[src/cdq_pkg.sv]
package cdq_pkg;

  // default number of entries in the circular store
  localparam int DEPTH_DEF = 8;
  localparam int DATA_W    = 32;
  localparam int KIND_W    = 3;
  localparam int STATUS_W  = 2;

  // operation codes carried in the kind field
  localparam logic [KIND_W-1:0] KIND_PUSH_REAR  = 3'd0;
  localparam logic [KIND_W-1:0] KIND_POP_REAR   = 3'd1;
  localparam logic [KIND_W-1:0] KIND_PUSH_FRONT = 3'd2;
  localparam logic [KIND_W-1:0] KIND_POP_FRONT  = 3'd3;
  localparam logic [KIND_W-1:0] KIND_LIST       = 3'd4;

  // result status codes
  localparam logic [STATUS_W-1:0] STAT_OK    = 2'd0;
  localparam logic [STATUS_W-1:0] STAT_EMPTY = 2'd1;
  localparam logic [STATUS_W-1:0] STAT_FULL  = 2'd2;

  typedef struct packed {
    logic [KIND_W-1:0]        kind;
    logic signed [DATA_W-1:0] value;
  } in_beat_t;

  typedef struct packed {
    logic signed [DATA_W-1:0] data;
    logic [STATUS_W-1:0]      status;
    logic                     last;
  } out_beat_t;

  // sequencer states
  typedef enum logic [1:0] {
    S_IDLE,
    S_EXEC,
    S_READ,
    S_OUT
  } cdq_state_t;

endpackage

[src/cdq_store.sv]
module cdq_store #(
  parameter int DEPTH  = cdq_pkg::DEPTH_DEF,
  parameter int ADDR_W = $clog2(DEPTH)
) (
  input  logic                        clk,
  input  logic                        wr_en,
  input  logic [ADDR_W-1:0]           wr_addr,
  input  logic [cdq_pkg::DATA_W-1:0]  wr_data,
  input  logic                        rd_en,
  input  logic [ADDR_W-1:0]           rd_addr,
  output logic [cdq_pkg::DATA_W-1:0]  rd_data
);
  import cdq_pkg::*;

  logic [DATA_W-1:0] mem [DEPTH];

  // single write port
  always_ff @(posedge clk) begin
    if (wr_en) begin
      mem[wr_addr] <= wr_data;
    end
  end

  // registered read port
  always_ff @(posedge clk) begin
    if (rd_en) begin
      rd_data <= mem[rd_addr];
    end
  end

endmodule

[src/circular_deque_core.sv]
// channel   direction  handshake           payload
// in_       input      in_valid/in_stall   in_beat  (kind, value)
// out_      output     out_valid/out_stall out_beat (data, status, last)
//
// one item at a time; an accepted item holds the input stalled until its work is done.
// push, refused push or empty answer: decoded in S_EXEC, beat shown in S_OUT.
// pop: S_EXEC reads the store, S_READ takes the data, S_OUT shows the beat.
// unknown kinds go from S_EXEC to S_IDLE; a listing takes each entry via S_READ.
// rst_n (synchronous) empties the queue; store contents are not cleared.
// a stalled result beat holds the block; no item is taken until it goes.
module circular_deque_core #(
  parameter int DEPTH = cdq_pkg::DEPTH_DEF
) (
  input  logic               clk,
  input  logic               rst_n,
  input  logic               in_valid,
  output logic               in_stall,
  input  cdq_pkg::in_beat_t  in_beat,
  output logic               out_valid,
  input  logic               out_stall,
  output cdq_pkg::out_beat_t out_beat
);
  import cdq_pkg::*;

  localparam int IDX_W = $clog2(DEPTH);
  localparam int OCC_W = $clog2(DEPTH + 1);
  localparam logic [IDX_W-1:0] IDX_MAX  = IDX_W'(DEPTH - 1);
  localparam logic [OCC_W-1:0] OCC_FULL = OCC_W'(DEPTH);
  localparam logic [OCC_W-1:0] OCC_ONE  = OCC_W'(1);

  cdq_state_t state_r, state_nxt;

  logic [IDX_W-1:0]  head_r, head_nxt;
  logic [IDX_W-1:0]  tail_r, tail_nxt;
  logic [OCC_W-1:0]  occ_r, occ_nxt;
  logic [KIND_W-1:0] kind_r, kind_nxt;
  logic [DATA_W-1:0] value_r, value_nxt;
  logic [IDX_W-1:0]  walk_r, walk_nxt;
  logic [OCC_W-1:0]  cnt_r, cnt_nxt;
  out_beat_t         out_r, out_nxt;

  logic [IDX_W-1:0]  step_arg, step_res;
  logic              step_dec;

  logic              mem_wr_en, mem_rd_en;
  logic [IDX_W-1:0]  mem_wr_addr, mem_rd_addr;
  logic [DATA_W-1:0] mem_rdata;

  cdq_store #(
    .DEPTH  (DEPTH),
    .ADDR_W (IDX_W)
  ) u_store (
    .clk     (clk),
    .wr_en   (mem_wr_en),
    .wr_addr (mem_wr_addr),
    .wr_data (value_r),
    .rd_en   (mem_rd_en),
    .rd_addr (mem_rd_addr),
    .rd_data (mem_rdata)
  );

  // operand select for the shared pointer step unit
  always_comb begin
    step_arg = walk_r;
    step_dec = 1'b0;
    if (state_r == S_EXEC) begin
      case (kind_r)
        KIND_PUSH_REAR: begin
          step_arg = tail_r;
          step_dec = 1'b0;
        end
        KIND_POP_REAR: begin
          step_arg = tail_r;
          step_dec = 1'b1;
        end
        KIND_PUSH_FRONT: begin
          step_arg = head_r;
          step_dec = 1'b1;
        end
        KIND_POP_FRONT: begin
          step_arg = head_r;
          step_dec = 1'b0;
        end
        default: begin
          step_arg = walk_r;
          step_dec = 1'b0;
        end
      endcase
    end
  end

  // shared wrap-around increment / decrement
  always_comb begin
    if (step_dec) begin
      step_res = (step_arg == '0) ? IDX_MAX : step_arg - 1'b1;
    end else begin
      step_res = (step_arg == IDX_MAX) ? '0 : step_arg + 1'b1;
    end
  end

  // next state
  always_comb begin
    state_nxt = state_r;
    case (state_r)
      S_IDLE: begin
        if (in_valid) begin
          state_nxt = S_EXEC;
        end
      end
      S_EXEC: begin
        if (kind_r inside {KIND_PUSH_REAR, KIND_PUSH_FRONT}) begin
          state_nxt = S_OUT;
        end else if (kind_r inside {KIND_POP_REAR, KIND_POP_FRONT, KIND_LIST}) begin
          state_nxt = (occ_r == '0) ? S_OUT : S_READ;
        end else begin
          state_nxt = S_IDLE;
        end
      end
      S_READ: begin
        state_nxt = S_OUT;
      end
      S_OUT: begin
        if (!out_stall) begin
          state_nxt = (kind_r == KIND_LIST && !out_r.last) ? S_READ : S_IDLE;
        end
      end
      default: begin
        state_nxt = S_IDLE;
      end
    endcase
  end

  // datapath and store control per state
  always_comb begin
    head_nxt    = head_r;
    tail_nxt    = tail_r;
    occ_nxt     = occ_r;
    kind_nxt    = kind_r;
    value_nxt   = value_r;
    walk_nxt    = walk_r;
    cnt_nxt     = cnt_r;
    out_nxt     = out_r;
    mem_wr_en   = 1'b0;
    mem_wr_addr = step_res;
    mem_rd_en   = 1'b0;
    mem_rd_addr = step_res;
    case (state_r)
      S_IDLE: begin
        kind_nxt  = in_beat.kind;
        value_nxt = in_beat.value;
      end
      S_EXEC: begin
        out_nxt.data   = '0;
        out_nxt.status = STAT_OK;
        out_nxt.last   = 1'b1;
        if (kind_r inside {KIND_PUSH_REAR, KIND_PUSH_FRONT}) begin
          // push: refuse when full, restart at entry zero when empty
          if (occ_r == OCC_FULL) begin
            out_nxt.status = STAT_FULL;
          end else begin
            occ_nxt   = occ_r + 1'b1;
            mem_wr_en = 1'b1;
            if (occ_r == '0) begin
              head_nxt    = '0;
              tail_nxt    = '0;
              mem_wr_addr = '0;
            end else if (kind_r == KIND_PUSH_REAR) begin
              tail_nxt = step_res;
            end else begin
              head_nxt = step_res;
            end
          end
        end else if (kind_r inside {KIND_POP_REAR, KIND_POP_FRONT}) begin
          // pop: read the end entry, move the pointer unless it is the last one
          if (occ_r == '0) begin
            out_nxt.status = STAT_EMPTY;
          end else begin
            mem_rd_en = 1'b1;
            occ_nxt   = occ_r - 1'b1;
            if (kind_r == KIND_POP_REAR) begin
              mem_rd_addr = tail_r;
              if (occ_r > OCC_ONE) begin
                tail_nxt = step_res;
              end
            end else begin
              mem_rd_addr = head_r;
              if (occ_r > OCC_ONE) begin
                head_nxt = step_res;
              end
            end
          end
        end else if (kind_r == KIND_LIST) begin
          // listing: start the walk at the front
          if (occ_r == '0) begin
            out_nxt.status = STAT_EMPTY;
          end else begin
            mem_rd_en   = 1'b1;
            mem_rd_addr = head_r;
            walk_nxt    = head_r;
            cnt_nxt     = '0;
          end
        end
      end
      S_READ: begin
        out_nxt.data   = signed'(mem_rdata);
        out_nxt.status = STAT_OK;
        out_nxt.last   = (kind_r != KIND_LIST) || ((cnt_r + 1'b1) == occ_r);
      end
      S_OUT: begin
        // listing: fetch the next entry once this beat is taken
        if (!out_stall && kind_r == KIND_LIST && !out_r.last) begin
          walk_nxt    = step_res;
          cnt_nxt     = cnt_r + 1'b1;
          mem_rd_en   = 1'b1;
          mem_rd_addr = step_res;
        end
      end
      default: begin
        out_nxt = out_r;
      end
    endcase
  end

  // port outputs
  always_comb begin
    in_stall  = (state_r != S_IDLE);
    out_valid = (state_r == S_OUT);
    out_beat  = out_r;
  end

  // control state
  always_ff @(posedge clk) begin
    if (!rst_n) begin
      state_r <= S_IDLE;
      head_r  <= '0;
      tail_r  <= '0;
      occ_r   <= '0;
    end else begin
      state_r <= state_nxt;
      head_r  <= head_nxt;
      tail_r  <= tail_nxt;
      occ_r   <= occ_nxt;
    end
  end

  // payload and walk registers
  always_ff @(posedge clk) begin
    kind_r  <= kind_nxt;
    value_r <= value_nxt;
    walk_r  <= walk_nxt;
    cnt_r   <= cnt_nxt;
    out_r   <= out_nxt;
  end

endmodule

[config.mk]
export PLATFORM = sky130hd
export DESIGN_NAME = circular_deque_core
export DESIGN_NICKNAME = d
export VERILOG_FILES = /design/src/cdq_pkg.sv /design/src/cdq_store.sv /design/src/circular_deque_core.sv
export SDC_FILE = /design/constraint.sdc
export NUM_CORES = 1
export LEC_CHECK = 0
export ABC_AREA = 1
export BUFFER_PORTS_ARGS = -buffer_cell sky130_fd_sc_hd__buf_2
export CORE_UTILIZATION = 25
export DETAILED_ROUTE_END_ITERATION = 16
export SKIP_LAST_GASP = 1
export SYNTH_ARGS = -nofsm -noshare
export SYNTH_HDL_FRONTEND = slang
export SYNTH_HIERARCHICAL = 1
export SYNTH_SLANG_ARGS = --single-unit
[constraint.sdc]
create_clock -name clk -period 5.3 [get_ports clk]
set_input_delay 1.06 -clock clk [delete_from_list [all_inputs] [get_ports clk]]
set_output_delay 1.06 -clock clk [all_outputs]
set_load 0.005 [all_outputs]
==> metrics <==
cell mode on critical path inv_1; status finished clean; setup violators final 0; Cell Pwr Density 528 nW/um^2; net count after synthesis 1,583; CTS H-Tree Depth 2; syn avg cell area 10.6 sq um; setup TNS 0 ps; Placer Congestion 0.814; Initial Util 25.2%; drt wl/cell 14.6 um; Hold Path Class register to register; switching fraction of total power 35.9%; Max-slew headroom 18.6%; clock network power share 27.3%; post-CTS resize count 0; placed instance area 17,600 sq um; Rows 93; global-route wire length before repair 56,900 um; Global Route Usage Sum 11.0%; fin worst setup slack 1190 ps; main flop type after synthesis edfxtp_1; Inserted Clock Buffers 40; Gate power share 31.4%; Tmin final 4110 ps; Post-Layout Cell Count 2,498; max cap viols 0; placed insts 2,424; ant diodes 0; kind of critical path register to register; drt first-iter violations 701; Slew Limit Fails 0; Buf+Inv Stages, Crit Path 4; initial antenna violation count 0; share of cells above drive strength 1 11.7%; Remaining DRCs 0; fill count 6,561; Syn-to-layout area delta 16.3%; period utilization 77.5%; vias in the first global route 10,100; Ys Warns 6; Internal 6.39 mW; Post-synth EDFFs 365; Design Area, Final 18,900 sq um; Crit path required time 5450 ps; R2R Setup Slk 1190 ps; width of the die 257 um; port bufs 75; die height 257 um; detail-routed via count per cell 4.09; RSZ-0062 raised after global routing no; CP startpoint kind register; asr flop ratio synth 0%; clock sinks 377; Post-CTS Repair Setup Buffers 0; via count 10,200; gr ovfl total 0; worst-path cell chain inv_1 > ha_1 > inv_2 > nor2_2 > o21ai_2 > ha_1 > inv_1 > nor2_2 > o21bai_4 > or2_4 > nand2_1 > nor2_1 > inv_1 > nand2_1 > nor2_4; Seq pwr share 41.3%; Final HPWL DP 21,700 um; DP Worst Slack 1180 ps; switching power 3.58 mW; crit path capture type register; worst stage delay on the critical path 910 ps; Ports 76; Fin. Hold Viols 0; Util after Layout 29.3%; Leak 8.16 nW; drt first pass iters 7; Clock Path Buffers 3; clk_lat worst skew 540 ps; hold_buf cts 0; Cells after Synth 1,534; largest net degree at the start of global routing 129; worst-margin pin slew 1220 ps; Worst Skew 14.4 ps; sequential area share after synthesis 69.0%; Unique masters post-synth 39; Clock Pin Slew Worst Setup and Hold Paths 60 ps; fin nets 1,660; CTS tree yes; Routed Antenna Nets 0; Cell Area, Synth 16,200 sq um; VDD IR max 0.000335 V; Root Buffer clkbuf_16; wirelength, routed 36,400 um; Core Box Area 64,300 sq um; #FFs+latches synth 377; Hold Slack 504 ps; critical path's top delay family simple AND/OR/NAND/NOR gates; FMAX 0.243 GHz; CP max FO 32; DIE AREA 66,000 sq um; critical path's slowest cell nor2_4; worst endpoint data arrival time 4260 ps; Pwr Total 9.96 mW
## cells by family after synthesis
kind of cell / Yosys count / synth area share [%]
DFF: 377 / 69.0
xor gates and xnor gates: 7 / 0.378
buffers and inverters: 384 / 9.66
adders and majority gates: 10 / 0.771
and+or+nand+nor: 692 / 17.7
AOI/OAI and AO/OA: 64 / 2.53
## cell usage in the layout, fill, tap and decap left out, drive strengths merged
cell      synthesis  routed
nand2           514     514
edfxtp          365     365
inv             329     329
nand3           142     142
buf              43      89
clkbuf           11      52
nor2             29      29
o21ai            28      28
a21oi            25      25
clkinv            1      18
dfxtp            12      12
ha               10      10
xor2              4       4
xnor2             3       3
o22ai             3       3
bufinv            0       3
nor3              3       3
o31ai             3       3
o211ai            2       2
nor4              2       2
clkinvlp          0       2
o21bai            1       1
or2               1       1
nand4             1       1
a31oi             1       1
a21boi            1       1
## state kept, by name, summed over array words and instances (netlist names)
signal and count:
kind_r 3, walk_r 3, out_beat 35, head_r 3, u_store/rd_data 32, value_r 32, state_r 2, cnt_r 4
occ_r 4, tail_r 3, u_store/mem 256
## worst min-delay path, cell delays in order, from the launching register on
cell	delay, ps
edfxtp_1	320
nand2_1	50
inv_1	40
## synthesized netlist by cell type (4+ instances only)
cell	count	share of area, %
inv_1	321	7.4
buf_4	5	0.23
nor2_1	25	0.58
xor2_1	4	0.22
dfxtp_1	12	1.5
clkbuf_1	11	0.25
nand2_2	6	0.23
o21ai_1	13	0.40
buf_6	11	0.76
buf_1	6	0.14
ha_1	10	0.77
o21ai_0	12	0.37
buf_2	21	0.65
a21oi_1	19	0.59
inv_2	8	0.18
edfxtp_1	365	68
nand3_1	140	4.3
nand2_1	506	12
## final cells by class
| cell class | count | area (sq um) | area share (%) |
|---|---|---|---|
| Clock buffer | 52 | 1090 | 5.76 |
| Clock inverter | 22 | 190 | 1.01 |
| Inverter | 330 | 1240 | 6.57 |
| Multi-Input combinational cell | 773 | 3560 | 18.9 |
| Sequential cell | 377 | 11200 | 59.3 |
| Tap cell | 855 | 1070 | 5.66 |
| Timing Repair Buffer | 89 | 531 | 2.81 |
## metal layers
| layer | vias to the layer above | global-route usage [%] | part of all wire (%) |
|---|---|---|---|
| li1 | 5035 | - | - |
| met1 | 4859 | 14.4 | 46 |
| met2 | 263 | 18.6 | 47 |
| met3 | 60 | 1.89 | 5.1 |
| met4 | 0 | 3.14 | 2.0 |
| met5 | - | 0 | 0 |
## power groups by stage
stage	Clock (mW)	Sequential [mW]	Combinational (mW)
floorplan	0	4.09	2.30
global placement	0	4.18	3.09
detailed placement	0	4.19	3.17
CTS	2.80	4.13	3.18
global route	2.91	4.15	3.53
finish	2.72	4.11	3.13
## path summary, 6_finish.rpt
path	end	startpoint	depth (start not counted)
hold reg to reg	out_beat[31]	u_store/rd_data[28]	2
setup / recovery	u_store/mem[0][17]	state_r[1]	15
setup reg to reg	u_store/mem[0][17]	state_r[1]	15
hold / removal	out_beat[31]	u_store/rd_data[28]	2
No activity file was read; power rests on OpenSTA's default activity.
